## config.mk

```make
export PLATFORM = sky130hd
export DESIGN_NAME = mouse_button_click_drag_tracker
export DESIGN_NICKNAME = d
export VERILOG_FILES = /design/src/hw/rtl/mbt_pkg.sv /design/src/hw/rtl/mbt_front.sv /design/src/hw/rtl/mbt_back.sv /design/src/hw/rtl/mouse_button_click_drag_tracker.sv
export SDC_FILE = /design/constraint.sdc
export NUM_CORES = 1
export LEC_CHECK = 0
export BUFFER_PORTS_ARGS = -buffer_cell sky130_fd_sc_hd__buf_2
export CORE_MARGIN = 4
export CORE_UTILIZATION = 48
export DETAILED_ROUTE_END_ITERATION = 7
export PLACE_DENSITY_LB_ADDON = 0.08
export SLEW_MARGIN = 20
export SYNTH_ARGS = -nofsm -noshare
export SYNTH_HDL_FRONTEND = slang
export SYNTH_SLANG_ARGS = --single-unit
```

## constraint.sdc

```tcl
create_clock -name clk -period 9.8 [get_ports clk]
set_input_delay 1.47 -clock clk [delete_from_list [all_inputs] [get_ports clk]]
set_output_delay 1.47 -clock clk [all_outputs]
set_load 0.02 [all_outputs]
```

## src/hw/rtl/mbt_pkg.sv

```systemverilog
// Shared types, codes and constants of the mouse button click and drag tracker.
`timescale 1ns / 1ps

package mbt_pkg;

	localparam int NUM_BUTTONS = 6;

	// Input command codes.
	localparam logic [2:0] CMD_DOWN   = 3'd0;
	localparam logic [2:0] CMD_UP     = 3'd1;
	localparam logic [2:0] CMD_MOTION = 3'd2;
	localparam logic [2:0] CMD_TICK   = 3'd3;
	localparam logic [2:0] CMD_FOCUS  = 3'd4;
	localparam logic [2:0] CMD_STATUS = 3'd5;

	// Button phase codes as reported on the result side.
	localparam logic [2:0] PH_UP       = 3'd0;
	localparam logic [2:0] PH_PRESSED  = 3'd1;
	localparam logic [2:0] PH_DOWN     = 3'd2;
	localparam logic [2:0] PH_RELEASED = 3'd3;
	localparam logic [2:0] PH_PRESSREL = 3'd4;
	localparam logic [2:0] PH_DCLICK   = 3'd5;
	localparam logic [2:0] PH_DRAG     = 3'd6;

	localparam logic [2:0] BTN_MIDDLE      = 3'd2;
	localparam logic [2:0] BTN_WHEEL_UP    = 3'd4;
	localparam logic [2:0] BTN_WHEEL_DOWN  = 3'd5;
	localparam logic [2:0] BTN_FIRST_WHEEL = 3'd4;

	// Configuration register indexes.
	localparam logic CFG_INTERVAL  = 1'b0;
	localparam logic CFG_THRESHOLD = 1'b1;

	localparam logic [15:0] INTERVAL_RST  = 16'd250;
	localparam logic [15:0] THRESHOLD_RST = 16'd5;
	localparam logic [2:0]  DRAG_BTN_RST  = 3'd1;

	typedef enum logic [2:0] {
		OP_DOWN,
		OP_UP,
		OP_MOTION,
		OP_TICK,
		OP_FOCUS,
		OP_STATUS
	} op_t;

	typedef struct packed {
		op_t         op;
		logic [2:0]  button;
		logic        btn_valid;
		logic [31:0] event_time;
		logic [15:0] pos_x;
		logic [15:0] pos_y;
	} item_t;

	typedef struct packed {
		logic [2:0]  button_phase;
		logic        is_down;
		logic        went_down;
		logic        went_up;
		logic        double_clicked;
		logic        dragging;
		logic [15:0] drag_start_x;
		logic [15:0] drag_start_y;
		logic [15:0] pointer_x;
		logic [15:0] pointer_y;
	} result_t;

endpackage

```

## src/hw/rtl/mbt_front.sv

```systemverilog
// Front end: accepts events, classifies them and holds them in a two-entry queue.
`timescale 1ns / 1ps

module mbt_front (
	input  logic           clk,
	input  logic           arst_n,
	input  logic           push,
	output logic           full,
	input  logic [2:0]     command,
	input  logic [2:0]     button,
	input  logic [31:0]    event_time,
	input  logic [15:0]    pos_x,
	input  logic [15:0]    pos_y,
	output logic           item_empty,
	input  logic           item_pop,
	output mbt_pkg::item_t item
);
	import mbt_pkg::*;

	item_t      slot_q [2];
	logic       wr_q;
	logic       rd_q;
	logic [1:0] count_q;
	item_t      decoded;
	logic       do_push;
	logic       do_pop;

	always_comb begin
		decoded.button     = button;
		decoded.btn_valid  = ({1'b0, button} < 4'(NUM_BUTTONS));
		decoded.event_time = event_time;
		decoded.pos_x      = pos_x;
		decoded.pos_y      = pos_y;
		unique case (command)
			CMD_DOWN:   decoded.op = OP_DOWN;
			CMD_UP:     decoded.op = OP_UP;
			CMD_MOTION: decoded.op = OP_MOTION;
			CMD_TICK:   decoded.op = OP_TICK;
			CMD_FOCUS:  decoded.op = OP_FOCUS;
			CMD_STATUS: decoded.op = OP_STATUS;
			default:    decoded.op = OP_STATUS;
		endcase
	end

	assign full       = (count_q == 2'd2);
	assign item_empty = (count_q == 2'd0);
	assign do_push    = push && !full;
	assign do_pop     = item_pop && !item_empty;
	assign item       = slot_q[rd_q];

	always_ff @(posedge clk) begin
		if (do_push) begin
			slot_q[wr_q] <= decoded;
		end
	end

	always_ff @(posedge clk or negedge arst_n) begin
		if (!arst_n) begin
			wr_q    <= 1'b0;
			rd_q    <= 1'b0;
			count_q <= 2'd0;
		end else begin
			if (do_push) begin
				wr_q <= ~wr_q;
			end
			if (do_pop) begin
				rd_q <= ~rd_q;
			end
			case ({do_push, do_pop})
				2'b10:   count_q <= count_q + 2'd1;
				2'b01:   count_q <= count_q - 2'd1;
				default: count_q <= count_q;
			endcase
		end
	end

endmodule

```

## src/hw/rtl/mbt_back.sv

```systemverilog
// Back end: button phase state, event execution and the two-entry result queue.
`timescale 1ns / 1ps

module mbt_back (
	input  logic             clk,
	input  logic             arst_n,
	input  logic             cfg_we,
	input  logic             cfg_index,
	input  logic [15:0]      cfg_data,
	input  logic             item_empty,
	output logic             item_pop,
	input  mbt_pkg::item_t   item,
	output logic             empty,
	input  logic             pop,
	output mbt_pkg::result_t result
);
	import mbt_pkg::*;

	logic [15:0] interval_q;
	logic [15:0] threshold_q;
	logic [2:0]  phase_q [NUM_BUTTONS];
	logic [31:0] press_q [NUM_BUTTONS];
	logic [15:0] cur_x_q;
	logic [15:0] cur_y_q;
	logic [2:0]  drag_btn_q;
	logic [15:0] start_x_q;
	logic [15:0] start_y_q;

	logic [2:0]  phase_d [NUM_BUTTONS];
	logic [31:0] press_d [NUM_BUTTONS];
	logic [15:0] cur_x_d;
	logic [15:0] cur_y_d;
	logic [2:0]  drag_btn_d;
	logic [15:0] start_x_d;
	logic [15:0] start_y_d;

	logic [31:0] press_sel;
	logic [31:0] elapsed;
	logic        within_interval;
	logic [15:0] dx;
	logic [15:0] dy;
	logic        moved_far;
	logic [2:0]  res_phase;
	result_t     res;

	result_t     slot_q [2];
	logic        wr_q;
	logic        rd_q;
	logic [1:0]  count_q;
	logic        take;
	logic        do_pop;

	// Press time of the addressed button, for the double-click window.
	always_comb begin
		press_sel = '0;
		for (int i = 0; i < NUM_BUTTONS; i++) begin
			if (item.button == 3'(i)) begin
				press_sel = press_q[i];
			end
		end
	end

	assign elapsed         = item.event_time - press_sel;
	assign within_interval = (elapsed < {16'd0, interval_q});
	assign dx = (start_x_q > item.pos_x) ? start_x_q - item.pos_x : item.pos_x - start_x_q;
	assign dy = (start_y_q > item.pos_y) ? start_y_q - item.pos_y : item.pos_y - start_y_q;
	assign moved_far = (dx > threshold_q) || (dy > threshold_q);

	always_comb begin
		phase_d    = phase_q;
		press_d    = press_q;
		cur_x_d    = cur_x_q;
		cur_y_d    = cur_y_q;
		drag_btn_d = drag_btn_q;
		start_x_d  = start_x_q;
		start_y_d  = start_y_q;
		case (item.op)
			OP_DOWN: begin
				for (int i = 0; i < NUM_BUTTONS; i++) begin
					if (item.btn_valid && item.button == 3'(i) &&
					    (phase_q[i] == PH_UP || phase_q[i] == PH_RELEASED ||
					     phase_q[i] == PH_PRESSREL)) begin
						if (item.button == BTN_WHEEL_UP || item.button == BTN_WHEEL_DOWN) begin
							phase_d[i] = PH_PRESSED;
							press_d[i] = '0;
						end else if (within_interval) begin
							phase_d[i] = PH_DCLICK;
							press_d[i] = '0;
						end else begin
							phase_d[i] = PH_PRESSED;
							press_d[i] = item.event_time;
						end
						if (item.button < BTN_FIRST_WHEEL) begin
							drag_btn_d = item.button;
							start_x_d  = cur_x_q;
							start_y_d  = cur_y_q;
						end
					end
				end
			end
			OP_UP: begin
				for (int i = 0; i < NUM_BUTTONS; i++) begin
					if (item.btn_valid && item.button == 3'(i)) begin
						if (phase_q[i] == PH_PRESSED) begin
							phase_d[i] = PH_PRESSREL;
						end else if (phase_q[i] == PH_DOWN || phase_q[i] == PH_DRAG ||
						             phase_q[i] == PH_DCLICK) begin
							phase_d[i] = PH_RELEASED;
						end
					end
				end
			end
			OP_MOTION: begin
				// Pointer motion is dropped while the middle button is in any phase but up.
				if (phase_q[BTN_MIDDLE] == PH_UP) begin
					cur_x_d = item.pos_x;
					cur_y_d = item.pos_y;
					for (int i = 0; i < NUM_BUTTONS; i++) begin
						if (drag_btn_q == 3'(i) && moved_far &&
						    (phase_q[i] == PH_PRESSED || phase_q[i] == PH_DOWN)) begin
							phase_d[i] = PH_DRAG;
						end
					end
				end
			end
			OP_TICK: begin
				for (int i = 0; i < NUM_BUTTONS; i++) begin
					if (phase_q[i] == PH_PRESSED) begin
						phase_d[i] = PH_DOWN;
					end else if (phase_q[i] == PH_RELEASED || phase_q[i] == PH_DCLICK ||
					             phase_q[i] == PH_PRESSREL) begin
						phase_d[i] = PH_UP;
					end
				end
			end
			OP_FOCUS: begin
				for (int i = 0; i < NUM_BUTTONS; i++) begin
					phase_d[i] = PH_RELEASED;
				end
			end
			default: begin
			end
		endcase
	end

	// The result reports the addressed button after the event has been applied.
	always_comb begin
		res_phase = PH_UP;
		for (int i = 0; i < NUM_BUTTONS; i++) begin
			if (item.btn_valid && item.button == 3'(i)) begin
				res_phase = phase_d[i];
			end
		end
		res.button_phase   = res_phase;
		res.is_down        = (res_phase != PH_UP);
		res.went_down      = (res_phase == PH_PRESSED || res_phase == PH_DCLICK ||
		                      res_phase == PH_PRESSREL);
		res.went_up        = (res_phase == PH_RELEASED || res_phase == PH_DCLICK ||
		                      res_phase == PH_PRESSREL);
		res.double_clicked = (res_phase == PH_DCLICK);
		res.dragging       = (res_phase == PH_DRAG);
		res.drag_start_x   = (res_phase == PH_DRAG) ? start_x_d : 16'd0;
		res.drag_start_y   = (res_phase == PH_DRAG) ? start_y_d : 16'd0;
		res.pointer_x      = cur_x_d;
		res.pointer_y      = cur_y_d;
	end

	assign empty    = (count_q == 2'd0);
	assign do_pop   = pop && !empty;
	assign take     = !item_empty && ((count_q != 2'd2) || do_pop);
	assign item_pop = take;
	assign result   = slot_q[rd_q];

	always_ff @(posedge clk) begin
		if (take) begin
			slot_q[wr_q] <= res;
		end
	end

	always_ff @(posedge clk or negedge arst_n) begin
		if (!arst_n) begin
			interval_q  <= INTERVAL_RST;
			threshold_q <= THRESHOLD_RST;
			for (int i = 0; i < NUM_BUTTONS; i++) begin
				phase_q[i] <= PH_UP;
				press_q[i] <= '0;
			end
			cur_x_q    <= '0;
			cur_y_q    <= '0;
			drag_btn_q <= DRAG_BTN_RST;
			start_x_q  <= '0;
			start_y_q  <= '0;
			wr_q       <= 1'b0;
			rd_q       <= 1'b0;
			count_q    <= 2'd0;
		end else begin
			if (cfg_we) begin
				unique case (cfg_index)
					CFG_INTERVAL:  interval_q  <= cfg_data;
					CFG_THRESHOLD: threshold_q <= cfg_data;
					default:       interval_q  <= interval_q;
				endcase
			end
			if (take) begin
				phase_q    <= phase_d;
				press_q    <= press_d;
				cur_x_q    <= cur_x_d;
				cur_y_q    <= cur_y_d;
				drag_btn_q <= drag_btn_d;
				start_x_q  <= start_x_d;
				start_y_q  <= start_y_d;
				wr_q       <= ~wr_q;
			end
			if (do_pop) begin
				rd_q <= ~rd_q;
			end
			case ({take, do_pop})
				2'b10:   count_q <= count_q + 2'd1;
				2'b01:   count_q <= count_q - 2'd1;
				default: count_q <= count_q;
			endcase
		end
	end

endmodule

```

## src/hw/rtl/mouse_button_click_drag_tracker.sv

```systemverilog
// Top level of the mouse button click and drag tracker.
//
// Events enter through a queue-style port: a transaction happens when push is
// high and full is low. Each event yields exactly one result transaction, read
// from the result ports while empty is low and taken when pop is high.
// The front end decodes the event into a two-entry queue; the back end applies
// it to the six button phase registers and the pointer and drag registers,
// and writes the result into a two-entry output queue.
// An event is registered into the input queue, then applied and registered
// into the output queue before empty goes low for its result. Throughput is
// one event per cycle while the receiver keeps popping.
// When the receiver stops popping, the output queue fills, the back end holds,
// the input queue fills behind it and full rises; nothing is lost.
// Reset clears both queues, sets every button to up, clears press times and
// positions, selects the left button for drag tracking and loads the register
// defaults (interval 250 ms, threshold 5 pixels). Write registers through
// cfg_we, cfg_index and cfg_data only while no transaction is in flight.
`timescale 1ns / 1ps

module mouse_button_click_drag_tracker (
	input  logic        clk,
	input  logic        arst_n,
	input  logic        cfg_we,
	input  logic        cfg_index,
	input  logic [15:0] cfg_data,
	input  logic        push,
	output logic        full,
	input  logic [2:0]  command,
	input  logic [2:0]  button,
	input  logic [31:0] event_time,
	input  logic [15:0] pos_x,
	input  logic [15:0] pos_y,
	output logic        empty,
	input  logic        pop,
	output logic [2:0]  button_phase,
	output logic        is_down,
	output logic        went_down,
	output logic        went_up,
	output logic        double_clicked,
	output logic        dragging,
	output logic [15:0] drag_start_x,
	output logic [15:0] drag_start_y,
	output logic [15:0] pointer_x,
	output logic [15:0] pointer_y
);
	import mbt_pkg::*;

	item_t   item;
	logic    item_empty;
	logic    item_pop;
	result_t result;

	mbt_front u_front (
		.clk        (clk),
		.arst_n     (arst_n),
		.push       (push),
		.full       (full),
		.command    (command),
		.button     (button),
		.event_time (event_time),
		.pos_x      (pos_x),
		.pos_y      (pos_y),
		.item_empty (item_empty),
		.item_pop   (item_pop),
		.item       (item)
	);

	mbt_back u_back (
		.clk        (clk),
		.arst_n     (arst_n),
		.cfg_we     (cfg_we),
		.cfg_index  (cfg_index),
		.cfg_data   (cfg_data),
		.item_empty (item_empty),
		.item_pop   (item_pop),
		.item       (item),
		.empty      (empty),
		.pop        (pop),
		.result     (result)
	);

	assign button_phase   = result.button_phase;
	assign is_down        = result.is_down;
	assign went_down      = result.went_down;
	assign went_up        = result.went_up;
	assign double_clicked = result.double_clicked;
	assign dragging       = result.dragging;
	assign drag_start_x   = result.drag_start_x;
	assign drag_start_y   = result.drag_start_y;
	assign pointer_x      = result.pointer_x;
	assign pointer_y      = result.pointer_y;

endmodule

```

==> impl_metrics.json <==
{
  "avgSynthCellArea_um2": 10.5,
  "syn-instance-count": 3055,
  "grt_max_degree": 99,
  "first_global_vias": 23800,
  "cts_resized": 0,
  "clock-sinks": 603,
  "gp_congestion": 0.907,
  "p_per_area_mw_per_mm2": 409,
  "holdBufCountCts": 0,
  "rrSetupSlack_ns": 0.86,
  "area_growth_syn_to_layout_pct": 12.5,
  "setup_slack_ns": 0.863,
  "rsz0062_at_grt": "no",
  "startpoint": "u_front.rd_q",
  "antenna_found_initial": 7,
  "rr_startpoint": "u_front.rd_q",
  "synth_ff_type": "dfrtp_1",
  "drc_errors": 0,
  "drtAntennaViolNets": 0,
  "viasPerCell": 5.84,
  "synth_area_mm2": 0.0322,
  "post_cts_buffers": 0,
  "synth.net_count": 3293,
  "crit_fanout": 40,
  "seq_area_mm2": 0.0165,
  "final_cell_mix": "nand2_1, o21ai_0, dfrtp_1",
  "io_pins": 166,
  "yosysTopAreaCellShare_pct": 26.7,
  "drive_gt1_share_pct": 18.3,
  "ys_types": 90,
  "startpoint_type": "flip-flop",
  "drt_iter0_drc": 2120,
  "die_width_um": 267,
  "holdCritStartpoint": "u_back.press_q[150]",
  "synth_area_leaders": "edfxtp_1, dfrtp_1, mux2_2",
  "min_period_ns": 8.94,
  "drv_cap": 0,
  "cp_common_cell": "a21oi_1",
  "worstPathRequired_ns": 10.26,
  "cts_tree": "built",
  "timing.fmax_mhz": 112,
  "layout_commonest_cell": "nand2_1",
  "crit_type": "reg -> reg",
  "place_ws_ns": 0.919,
  "cts-root-buf": "clkbuf_16",
  "vdd_drop_max_v": 0.000235,
  "yosysTopAreaCell": "edfxtp_1",
  "synth_edf_count": 286,
  "cts_max_level": 3,
  "clk_pin_slew_ns": 0.06,
  "finClkSkew_ns": 0.0297,
  "hold_viol_final": 0,
  "yosys_warnings": 0,
  "max_stage_delay_ns": 0.89,
  "post-dp-hpwl_um": 65200,
  "rows": 94,
  "num_vias": 23900,
  "status": "finished clean",
  "cts_buffers": 67,
  "slowest_stage": "dfrtp_4",
  "slew-limit-headroom_pct": 21.8,
  "critPathArrivalTime_ns": 9.40,
  "worstHoldPathType": "reg -> reg",
  "finalSetupViolCount": 0,
  "leakagePower_nw": 15.4,
  "yosysSeqAreaShare_pct": 51.4,
  "end_kind": "flip-flop",
  "ys_seq_elements": 603,
  "cts_buffer_depth": 3,
  "nFillCells": 5821,
  "avgRoutedWirePerCell_um": 22.7,
  "finalMaxSlewViolations": 0,
  "routed_wl_um": 92900,
  "core_mm2": 0.0661,
  "async_flop_share_pct": 52.6,
  "initial_core_util_pct": 48.7,
  "min_period_over_period_pct": 91.2,
  "port_buffers": 165,
  "grt_use_total_pct": 25.8,
  "grt_first_pass_wirelength_um": 143000,
  "die-height_um": 267,
  "die-area_mm2": 0.0713,
  "clk-insertion-delay-late_ns": 0.62,
  "nets": 3406,
  "first_pass_iters": 5,
  "setup_tns_ns": 0,
  "multi_input_area_mm2": 0.0146,
  "tightestPinTransition_ns": 1.17,
  "grt_remaining_overflow": 0
}
[critical path: cells and delay by family, from the launching register on]
kind                     cells  cell delay, ns
AND/OR/NAND/NOR              6            1.45
flip-flops                   1            0.89
multiplexers                 2            0.50
XOR/XNOR                     1            0.07
AO/OA/AOI/OAI               16            4.37
adder cells (fa/ha/maj)      3            0.82
buffers and inverters        3            0.60
[registers in the layout (all words and copies together) (netlist names)]
name	cells
u_back.interval_q	16
u_back.cur_x_q	16
u_back.threshold_q	16
u_back.wr_q	1
u_back.phase_q	18
u_back.slot_q	144
u_back.drag_btn_q	3
u_front.slot_q	142
u_back.count_q	2
u_front.count_q	2
u_back.press_q	192
u_back.cur_y_q	16
u_back.rd_q	1
u_front.wr_q	1
u_back.start_y_q	16
u_front.rd_q	1
u_back.start_x_q	16
[layout make-up]
cell class	count	share of cell area (%)
multi-input cells	2147	40.3
diodes	3	0.0207
repair buffers	213	3.32
flip-flops and latches	603	45.7
well taps	864	2.98
clock inverters	29	1.13
clock buffers	94	5.16
inverters	136	1.41
[synth_stat cells, types with 8 or more instances]
master	count
nand2_1	448
o21ai_0	338
dfrtp_1	308
edfxtp_1	286
a21oi_1	188
mux2_2	168
ha_1	141
inv_1	136
clkbuf_1	134
nor2_1	109
mux2i_1	84
and2_1	70
a21o_1	63
a22oi_1	46
xnor2_1	43
nand3_1	38
a21oi_2	32
o21a_1	24
a31oi_1	22
nor3_1	20
a211oi_1	19
o211ai_1	19
xor2_1	18
nand4_1	17
buf_1	14
nand2b_1	14
and3_1	13
buf_2	13
nor2b_1	13
o31ai_1	11
a211o_1	10
mux4_2	10
dfstp_2	9
o2111ai_1	8
o21bai_1	8
o22ai_1	8
or3_1	8
[power by group]
group | switching (W) | total (W) | internal (W)
Combinational | 0.00499 | 0.00802 | 0.00303
Clock | 0.00107 | 0.00261 | 0.00154
Sequential | 0.000530 | 0.00419 | 0.00366
[logic make-up (layout without fill, tap and decap cells)]
logic type      Yosys count  count (layout)  synth area share, %
compound gates          875             875                 16.8
simple gates            802             802                 11.4
flops                   603             603                 51.4
buf+inv                 305             472                 3.76
mux                     263             263                 9.23
fa+ha+maj               146             146                 5.79
xor+xnor                 61              61                 1.66
other cells               0               3                    0
[final timing paths]
path	end	cells past startpoint
min reg2reg	u_back.press_q[150]	2
max reg2reg	u_back.slot_q[0][59]	31
max in group asynchronous	u_back.press_q[66]	3
max	u_back.slot_q[0][59]	31
min	u_back.press_q[150]	2
min in group asynchronous	u_back.press_q[63]	1
[through the flow]
stage          hold WS [ns]  utilization, %  area (um^2)  instances  power [W]
2_1_floorplan         0.445               -        32200       3055    0.00980
3_3_place_gp          0.456            51.3        33900       3963     0.0121
3_5_place_dp          0.469            51.3        33900       3963     0.0122
4_1_cts               0.482            54.8        36200       4086     0.0149
5_1_grt               0.491            54.8        36200       4089     0.0159
6_report              0.478            54.8        36200       4089     0.0148
[routing by layer]
metal	vias to the layer above	global-route usage (%)	part of all wire [%]	wire length, um
met1	11700	34.0	43	39800
met2	711	45.0	50	46200
met5	-	0	0.014	13
met4	2	7.30	2.4	2260
met3	147	3.48	5.0	4680
li1	11300	-	-	-
Note: power is estimated with default switching activity, not from simulation.
